`src/rtl/core/wbmp_pkg.sv`:
```
`timescale 1ns / 1ps
// Shared constants, result codes and the run word passed from parser to serializer.
// No dependencies.
package wbmp_pkg;

	localparam int DIM_BITS = 16;
	localparam int OUT_BITS = 16;
	localparam int ACC_BITS = DIM_BITS + 1;
	localparam int CNT_BITS = 4;

	localparam logic [1:0] KIND_HEADER = 2'd0;
	localparam logic [1:0] KIND_PIXEL  = 2'd1;
	localparam logic [1:0] KIND_ERROR  = 2'd2;

	localparam logic [CNT_BITS-1:0] PIX_PER_BYTE = CNT_BITS'(8);

	typedef logic [DIM_BITS-1:0] dim_t;

	typedef struct packed {
		logic                emit;
		logic [1:0]          kind;
		logic [7:0]          bits;
		logic [CNT_BITS-1:0] count;
		dim_t                x;
		dim_t                y;
		dim_t                w;
		dim_t                h;
		logic                image_done;
	} run_t;

endpackage

```
`src/rtl/core/wbmp_parser.sv`:
```
`timescale 1ns / 1ps
// Input register and header/bitmap parse state machine; emits at most one run word per byte.
// Depends on wbmp_pkg.
module wbmp_parser (
	input  logic           clk,
	input  logic           arst_n,
	input  logic           in_valid,
	output logic           in_stall,
	input  logic [7:0]     data_byte,
	input  logic           ser_ready,
	output wbmp_pkg::run_t run
);
	import wbmp_pkg::*;

	typedef enum logic [2:0] {
		PH_TYPE   = 3'd0,
		PH_FIX    = 3'd1,
		PH_EXT    = 3'd2,
		PH_WIDTH  = 3'd3,
		PH_HEIGHT = 3'd4,
		PH_PIXELS = 3'd5,
		PH_ERROR  = 3'd6
	} phase_t;

	localparam dim_t PIX_DIM = dim_t'(PIX_PER_BYTE);
	localparam logic [ACC_BITS-1:0] ACC_SAT = {1'b1, {DIM_BITS{1'b0}}};

	logic                valid_s1;
	logic [7:0]          byte_s1;
	phase_t              phase_q, phase_d;
	logic [ACC_BITS-1:0] acc_q, acc_d;
	dim_t                width_q, width_d;
	dim_t                height_q, height_d;
	dim_t                col_q, col_d;
	dim_t                row_q, row_d;

	logic [ACC_BITS+6:0] shifted;
	logic                sat;
	logic [ACC_BITS-1:0] gather_val;
	logic                more;
	dim_t                left;
	logic                few;
	logic                row_done;
	logic [DIM_BITS:0]   row_inc;
	logic                image_done;
	logic                emit_raw;
	logic                consume;
	run_t                run_d;

	assign shifted    = {acc_q, byte_s1[6:0]};
	assign sat        = |shifted[ACC_BITS+6:DIM_BITS];
	assign gather_val = sat ? ACC_SAT : shifted[ACC_BITS-1:0];
	assign more       = byte_s1[7];

	assign left       = width_q - col_q;
	assign few        = left < PIX_DIM;
	assign row_done   = left <= PIX_DIM;
	assign row_inc    = {1'b0, row_q} + {{DIM_BITS{1'b0}}, 1'b1};
	assign image_done = row_done && (row_inc >= {1'b0, height_q});

	always_comb begin
		phase_d  = phase_q;
		acc_d    = acc_q;
		width_d  = width_q;
		height_d = height_q;
		col_d    = col_q;
		row_d    = row_q;
		run_d    = '0;
		run_d.count = CNT_BITS'(1);
		unique case (phase_q)
			PH_TYPE: begin
				acc_d = gather_val;
				if (!more) begin
					if (gather_val != '0) begin
						phase_d    = PH_ERROR;
						acc_d      = '0;
						run_d.emit = 1'b1;
						run_d.kind = KIND_ERROR;
					end else begin
						phase_d = PH_FIX;
					end
				end
			end
			PH_FIX: begin
				acc_d   = '0;
				phase_d = more ? PH_EXT : PH_WIDTH;
			end
			PH_EXT: begin
				acc_d = gather_val;
				if (!more) begin
					acc_d   = '0;
					phase_d = PH_WIDTH;
				end
			end
			PH_WIDTH: begin
				acc_d = gather_val;
				if (!more) begin
					acc_d = '0;
					if (gather_val[DIM_BITS]) begin
						phase_d    = PH_ERROR;
						run_d.emit = 1'b1;
						run_d.kind = KIND_ERROR;
					end else begin
						width_d = gather_val[DIM_BITS-1:0];
						phase_d = PH_HEIGHT;
					end
				end
			end
			PH_HEIGHT: begin
				acc_d = gather_val;
				if (!more) begin
					acc_d = '0;
					if (gather_val[DIM_BITS]) begin
						phase_d    = PH_ERROR;
						run_d.emit = 1'b1;
						run_d.kind = KIND_ERROR;
					end else begin
						height_d   = gather_val[DIM_BITS-1:0];
						col_d      = '0;
						row_d      = '0;
						run_d.emit = 1'b1;
						run_d.kind = KIND_HEADER;
						run_d.w    = width_q;
						run_d.h    = gather_val[DIM_BITS-1:0];
						if (width_q == '0 || gather_val[DIM_BITS-1:0] == '0) begin
							phase_d          = PH_TYPE;
							run_d.image_done = 1'b1;
						end else begin
							phase_d = PH_PIXELS;
						end
					end
				end
			end
			PH_PIXELS: begin
				run_d.emit       = 1'b1;
				run_d.kind       = KIND_PIXEL;
				run_d.bits       = byte_s1;
				run_d.count      = few ? left[CNT_BITS-1:0] : PIX_PER_BYTE;
				run_d.x          = col_q;
				run_d.y          = row_q;
				run_d.w          = width_q;
				run_d.h          = height_q;
				run_d.image_done = image_done;
				if (row_done) begin
					col_d = '0;
					row_d = row_inc[DIM_BITS-1:0];
					if (image_done) begin
						row_d   = '0;
						phase_d = PH_TYPE;
					end
				end else begin
					col_d = col_q + PIX_DIM;
				end
			end
			default: begin
			end
		endcase
	end

	assign emit_raw = run_d.emit;
	assign consume  = valid_s1 && (ser_ready || !emit_raw);
	assign in_stall = valid_s1 && !consume;

	always_comb begin
		run      = run_d;
		run.emit = valid_s1 && emit_raw;
	end

	always_ff @(posedge clk or negedge arst_n) begin
		if (!arst_n) begin
			valid_s1 <= 1'b0;
			phase_q  <= PH_TYPE;
			acc_q    <= '0;
			width_q  <= '0;
			height_q <= '0;
			col_q    <= '0;
			row_q    <= '0;
		end else begin
			if (!valid_s1 || consume) begin
				valid_s1 <= in_valid;
			end
			if (consume) begin
				phase_q  <= phase_d;
				acc_q    <= acc_d;
				width_q  <= width_d;
				height_q <= height_d;
				col_q    <= col_d;
				row_q    <= row_d;
			end
		end
	end

	always_ff @(posedge clk) begin
		if ((!valid_s1 || consume) && in_valid) begin
			byte_s1 <= data_byte;
		end
	end

`ifndef SYNTHESIS
	a_error_silent: assert property (@(posedge clk) disable iff (!arst_n)
		(phase_q == PH_ERROR) |-> !run.emit)
		else $error("run emitted in error hold");
	a_pixel_dims: assert property (@(posedge clk) disable iff (!arst_n)
		(phase_q == PH_PIXELS) |-> (width_q != '0 && height_q != '0 && col_q < width_q
			&& row_q < height_q))
		else $error("pixel phase with inconsistent counters");
	a_stall_needs_word: assert property (@(posedge clk) disable iff (!arst_n)
		in_stall |-> (valid_s1 && !ser_ready))
		else $error("input stalled with no blocked word");
`endif

endmodule

```
`src/rtl/core/wbmp_serializer.sv`:
```
`timescale 1ns / 1ps
// Result register: unpacks one run word into one result word per cycle while out_stall is low, MSB first.
// Depends on wbmp_pkg.
module wbmp_serializer (
	input  logic           clk,
	input  logic           arst_n,
	input  wbmp_pkg::run_t run,
	output logic           ser_ready,
	output logic           out_valid,
	input  logic           out_stall,
	output logic [1:0]     result_kind,
	output logic           pixel_value,
	output logic [15:0]    pixel_x,
	output logic [15:0]    pixel_y,
	output logic [15:0]    image_width,
	output logic [15:0]    image_height,
	output logic           end_of_image,
	output logic           last_of_run
);
	import wbmp_pkg::*;

	logic                valid_q;
	logic [1:0]          kind_q;
	logic [7:0]          bits_q;
	logic [CNT_BITS-1:0] remain_q;
	dim_t                x_q;
	dim_t                y_q;
	dim_t                w_q;
	dim_t                h_q;
	logic                done_q;
	logic                take;
	logic                last;

	assign last      = remain_q == CNT_BITS'(1);
	assign take      = valid_q && !out_stall;
	assign ser_ready = !valid_q || (take && last);

	always_ff @(posedge clk or negedge arst_n) begin
		if (!arst_n) begin
			valid_q <= 1'b0;
		end else if (ser_ready) begin
			valid_q <= run.emit;
		end
	end

	always_ff @(posedge clk) begin
		if (ser_ready && run.emit) begin
			kind_q   <= run.kind;
			bits_q   <= run.bits;
			remain_q <= run.count;
			x_q      <= run.x;
			y_q      <= run.y;
			w_q      <= run.w;
			h_q      <= run.h;
			done_q   <= run.image_done;
		end else if (take) begin
			bits_q   <= {bits_q[6:0], 1'b0};
			remain_q <= remain_q - CNT_BITS'(1);
			x_q      <= x_q + dim_t'(1);
		end
	end

	assign out_valid    = valid_q;
	assign result_kind  = kind_q;
	assign pixel_value  = bits_q[7];
	assign pixel_x      = OUT_BITS'(x_q);
	assign pixel_y      = OUT_BITS'(y_q);
	assign image_width  = OUT_BITS'(w_q);
	assign image_height = OUT_BITS'(h_q);
	assign end_of_image = last && done_q;
	assign last_of_run  = last;

`ifndef SYNTHESIS
	a_remain_range: assert property (@(posedge clk) disable iff (!arst_n)
		valid_q |-> (remain_q != '0 && remain_q <= PIX_PER_BYTE))
		else $error("result count out of range");
	a_single_non_pixel: assert property (@(posedge clk) disable iff (!arst_n)
		(valid_q && kind_q != KIND_PIXEL) |-> last)
		else $error("header or error run longer than one word");
	a_run_continues: assert property (@(posedge clk) disable iff (!arst_n)
		(take && !last) |=> (valid_q && kind_q == KIND_PIXEL))
		else $error("pixel run cut short");
`endif

endmodule

```
`src/rtl/core/wbmp_type0_decoder.sv`:
```
`timescale 1ns / 1ps
// Top level of the WBMP type-0 decoder: parser followed by result serializer.
// Depends on wbmp_pkg, wbmp_parser, wbmp_serializer.
//
//  channel | handshake            | payload
//  --------+----------------------+--------------------------------------------------
//  input   | in_valid / in_stall  | data_byte
//  output  | out_valid / out_stall| result_kind pixel_value pixel_x pixel_y
//          |                      | image_width image_height end_of_image last_of_run
//
// A header byte with no result gives no word; a header or error result is one word.
// A bitmap byte gives one word per pixel, 1 to 8, sent by the serializer at one word per cycle
// while out_stall is low; the byte passes the input register, then the result register, to the outputs.
// Reset clears the parse state at once; no clearing pass.
// One byte waits in the input register while a run drains, so input stalls only when
// both the input register and the serializer are full.
module wbmp_type0_decoder (
	input  logic        clk,
	input  logic        arst_n,
	input  logic        in_valid,
	output logic        in_stall,
	input  logic [7:0]  data_byte,
	output logic        out_valid,
	input  logic        out_stall,
	output logic [1:0]  result_kind,
	output logic        pixel_value,
	output logic [15:0] pixel_x,
	output logic [15:0] pixel_y,
	output logic [15:0] image_width,
	output logic [15:0] image_height,
	output logic        end_of_image,
	output logic        last_of_run
);
	import wbmp_pkg::*;

	run_t run;
	logic ser_ready;

	wbmp_parser u_parser (
		.clk       (clk),
		.arst_n    (arst_n),
		.in_valid  (in_valid),
		.in_stall  (in_stall),
		.data_byte (data_byte),
		.ser_ready (ser_ready),
		.run       (run)
	);

	wbmp_serializer u_serializer (
		.clk          (clk),
		.arst_n       (arst_n),
		.run          (run),
		.ser_ready    (ser_ready),
		.out_valid    (out_valid),
		.out_stall    (out_stall),
		.result_kind  (result_kind),
		.pixel_value  (pixel_value),
		.pixel_x      (pixel_x),
		.pixel_y      (pixel_y),
		.image_width  (image_width),
		.image_height (image_height),
		.end_of_image (end_of_image),
		.last_of_run  (last_of_run)
	);

endmodule

```
`config.mk`:
```
export PLATFORM = sky130hd
export DESIGN_NAME = wbmp_type0_decoder
export DESIGN_NICKNAME = d
export VERILOG_FILES = /design/src/rtl/core/wbmp_pkg.sv /design/src/rtl/core/wbmp_parser.sv /design/src/rtl/core/wbmp_serializer.sv /design/src/rtl/core/wbmp_type0_decoder.sv
export SDC_FILE = /design/constraint.sdc
export NUM_CORES = 1
export LEC_CHECK = 0
export BUFFER_PORTS_ARGS = -buffer_cell sky130_fd_sc_hd__buf_2
export CORE_MARGIN = 3
export CORE_UTILIZATION = 45
export CTS_CLUSTER_DIAMETER = 50
export CTS_CLUSTER_SIZE = 12
export DETAILED_ROUTE_END_ITERATION = 7
export PLACE_DENSITY = 0.63
export SETUP_SLACK_MARGIN = 0.15
export SLEW_MARGIN = 10
export SYNTH_ARGS = -nofsm -noshare
export SYNTH_HDL_FRONTEND = slang
export SYNTH_HIERARCHICAL = 1
export SYNTH_SLANG_ARGS = --single-unit
```
`constraint.sdc`:
```
create_clock -name clk -period 3.4 [get_ports clk]
set_input_delay 0.17 -clock clk [delete_from_list [all_inputs] [get_ports clk]]
set_output_delay 0.17 -clock clk [all_outputs]
set_load 0.01 [all_outputs]
```
==> reports/results.ini <==
[status]
status = complete, no violations

[synth]
ys_seq_area_frac = 0.501
syn_area_mm2 = 0.00936
synth_edf_count = 87
synth-async-reset-ratio = 0.488
synth-main-ff-cell = edfxtp_1
synth_seq_cells = 170
syn_area_per_cell_um2 = 9.89
synth_cells = 946
synth_warnings = 6
synth_cell_types = 71

[detailed_routing]
wl_um = 24800
routedWlPerCell_um = 18.1
vias_per_cell = 5.55
post-route-drc-count = 0
drt_iter0_drc = 532
via_count = 7629
first_pass_iters = 5
ant_nets = 0

[worst_hold_path]
hold_class = in -> async

[place]
hpwl_um = 17100
dpl-instance-area_mm2 = 0.0104
pre_cts_ws_ns = -0.0618
place_inst = 1317
place.gp.congestion = 0.939
numPortBuffers = 82

[global_routing]
antenna_found_initial = 0
grt_first_pass_wirelength_um = 38800
track_usage = 0.223
grt.overflow.total = 0
grt_max_degree = 89
grt_pass1_vias = 7340

[clock_tree]
cts_tree = done
clk_pin_slew_ns = 0.07
cts_buffers = 17
cts-root-buf = clkbuf_16
cts_sinks = 170
cts-htree-levels = 4
clk_path_buf_depth = 2
worstSkewPairLatency_ns = 0.44

[timing]
fmax_ghz = 0.309
hold_viol = 0
tightest_slew_ns = 1.08
finalSetupViolCount = 0
maxSlewHeadroom = 0.261
slew_violations = 0
fin_worst_skew_ns = 0.0145
finalHoldWorstSlack_ns = 0.230
final.period_utilization = 0.952
setup_slack_ns = 0.163
rsz0062_at_grt = true
period_minus_slack_ns = 3.24

[finish]
final_common_cell = nand2_1
layout-drive-gt1-share = 0.255
final_cells = 1374
fin_area_mm2 = 0.0115
synthToLayoutAreaGrowth_pct = 23.0
ff_latch_area_mm2 = 0.00469
n_antenna_cell = 0
fill_cells = 1768
multi_input_area_mm2 = 0.00459
nets = 1138
layout.cells.most_common_list = nand2_1, edfxtp_1, dfrtp_1, buf_2, buf_4

[die]
die_h_um = 150
die_area_mm2 = 0.0226
rows = 52
io_pins = 83
start_util = 0.460
die_x_um = 150
fp.coreArea_mm2 = 0.0204

[job]
cap_violations = 0

[worst_setup_path]
critPathKind = reg -> reg
crit_fanout = 5
cp-start-kind = register
arrival_ns = 3.61
endpoint_kind = register
crit_required_ns = 3.77

[pwr]
powerDensity_mw_per_mm2 = 803
ir_drop_mv = 0.399
power_w = 0.00924
p_leak_nw = 4.91

logic make-up (layout without fill, tap and decap cells):
logic type / Yosys count / count (layout) / synth area share
XOR/XNOR: 30 / 30 / 0.0281
AND/OR/NAND/NOR: 385 / 385 / 0.208
multiplexers: 24 / 24 / 0.0282
flip-flops: 170 / 170 / 0.501
other: 2 / 5 / 0.000803
AO/OA/AOI/OAI: 209 / 209 / 0.145
buffers and inverters: 91 / 246 / 0.0413
adder cells (fa/ha/maj): 35 / 35 / 0.0468
layout make-up:
cell class	count	area share
clock buffers	22	0.0469
clock inverters	10	0.00739
inverters	49	0.0161
multi-input cells	688	0.399
flip-flops and latches	170	0.408
well taps	270	0.0294
repair buffers	165	0.0939
sequential cells by signal, summed over array words and instances, names as in the netlist:
| name | count |
|---|---|
| u_parser/acc_q | 17 |
| u_parser/byte_s1 | 8 |
| u_parser/col_q | 13 |
| u_parser/height_q | 16 |
| u_parser/phase_q | 3 |
| u_parser/row_q | 16 |
| u_parser/valid_s1 | 1 |
| u_parser/width_q | 16 |
| u_serializer/bits_q | 8 |
| u_serializer/done_q | 1 |
| u_serializer/image_height | 16 |
| u_serializer/image_width | 16 |
| u_serializer/out_valid | 1 |
| u_serializer/pixel_x | 16 |
| u_serializer/pixel_y | 16 |
| u_serializer/remain_q | 4 |
| u_serializer/result_kind | 2 |
worst paths after layout:
| check | from | to | slack (ns) | depth (start not counted) |
|---|---|---|---|---|
| worst max-delay path | u_parser/row_q[0] | u_parser/row_q[13] | 0.16 | 14 |
| worst min-delay path | arst_n | u_parser/col_q[6] | 0.23 | 2 |
| worst max register to register | u_parser/row_q[0] | u_parser/row_q[13] | 0.16 | 14 |
| worst min register to register | u_parser/col_q[14] | u_parser/col_q[14] | 0.49 | 1 |
| max in group asynchronous | arst_n | u_parser/acc_q[4] | 2.42 | 3 |
| min in group clk | out_stall | u_serializer/pixel_x[12] | 0.42 | 2 |
cells in the mapped netlist, types with 5 or more instances:
| library cell | number | area (um2) |
|---|---|---|
| nor3_1 | 18 | 90.1 |
| o21ai_0 | 72 | 360 |
| buf_2 | 6 | 30.0 |
| a21o_1 | 14 | 105 |
| o21a_1 | 9 | 67.6 |
| nor2_1 | 42 | 158 |
| nand2_1 | 151 | 567 |
| dfrtp_1 | 83 | 2080 |
| a211oi_1 | 5 | 37.5 |
| xor2_1 | 6 | 52.6 |
| nor2b_1 | 5 | 31.3 |
| nand2b_1 | 13 | 81.3 |
| clkbuf_1 | 27 | 101 |
| and3_1 | 6 | 37.5 |
| o22ai_1 | 6 | 37.5 |
| edfxtp_1 | 87 | 2610 |
| xnor2_1 | 24 | 210 |
| nand4_1 | 15 | 93.8 |
| a31oi_1 | 12 | 75.1 |
| nand3_1 | 37 | 185 |
| o21ai_1 | 9 | 45.0 |
| inv_1 | 48 | 180 |
| mux2i_1 | 5 | 50.1 |
| a21oi_1 | 34 | 170 |
| a22o_1 | 9 | 78.8 |
| and2_1 | 47 | 294 |
| or3_1 | 9 | 56.3 |
| nor4_1 | 21 | 131 |
| ha_1 | 35 | 438 |
| mux2_2 | 19 | 214 |
critical path, stage by stage, from the launching register on:
cell       delay [ns]
dfrtp_1          0.40
ha_4             0.18
nand3_4          0.08
or2_4            0.27
or3_4            0.37
or3_4            0.37
nand2_4          0.08
ha_4             0.21
a211oi_2         0.23
o2111ai_2        0.18
a211oi_2         0.25
and4_4           0.28
buf_6            0.12
nand3b_1         0.07
nand3_1          0.08
per-layer routing:
layer  track usage  vias up  share of wire
met4        0.0631        0          0.017
met2         0.376      215           0.49
met5             0        -              0
met3        0.0379       27          0.052
li1              -     3680              -
met1         0.298     3707           0.44
metrics by stage:
stage,TNS (ns),utilization
2_1_floorplan,0,-
3_3_place_gp,0,0.510
3_5_place_dp,-0.389,0.510
4_1_cts,0,0.550
5_1_grt,0,0.565
6_report,0,0.565
report_power, final:
group	switching (W)	internal (W)	total, W
clock	0.000892	0.00115	0.00204
combinational	0.00235	0.00158	0.00393
sequential	0.000493	0.00277	0.00327
timing repair:
action                                  4_1_cts  5_1_grt
endpoints found under the setup margin       22       55
gates resized for setup                      18       45
setup buffers                                 3       11
pin swaps                                    10       14
endpoints found under the hold margin        40        0
gates cloned                                  1        0
hold buffers                                 10        0
(Power assumes the default switching activity.)
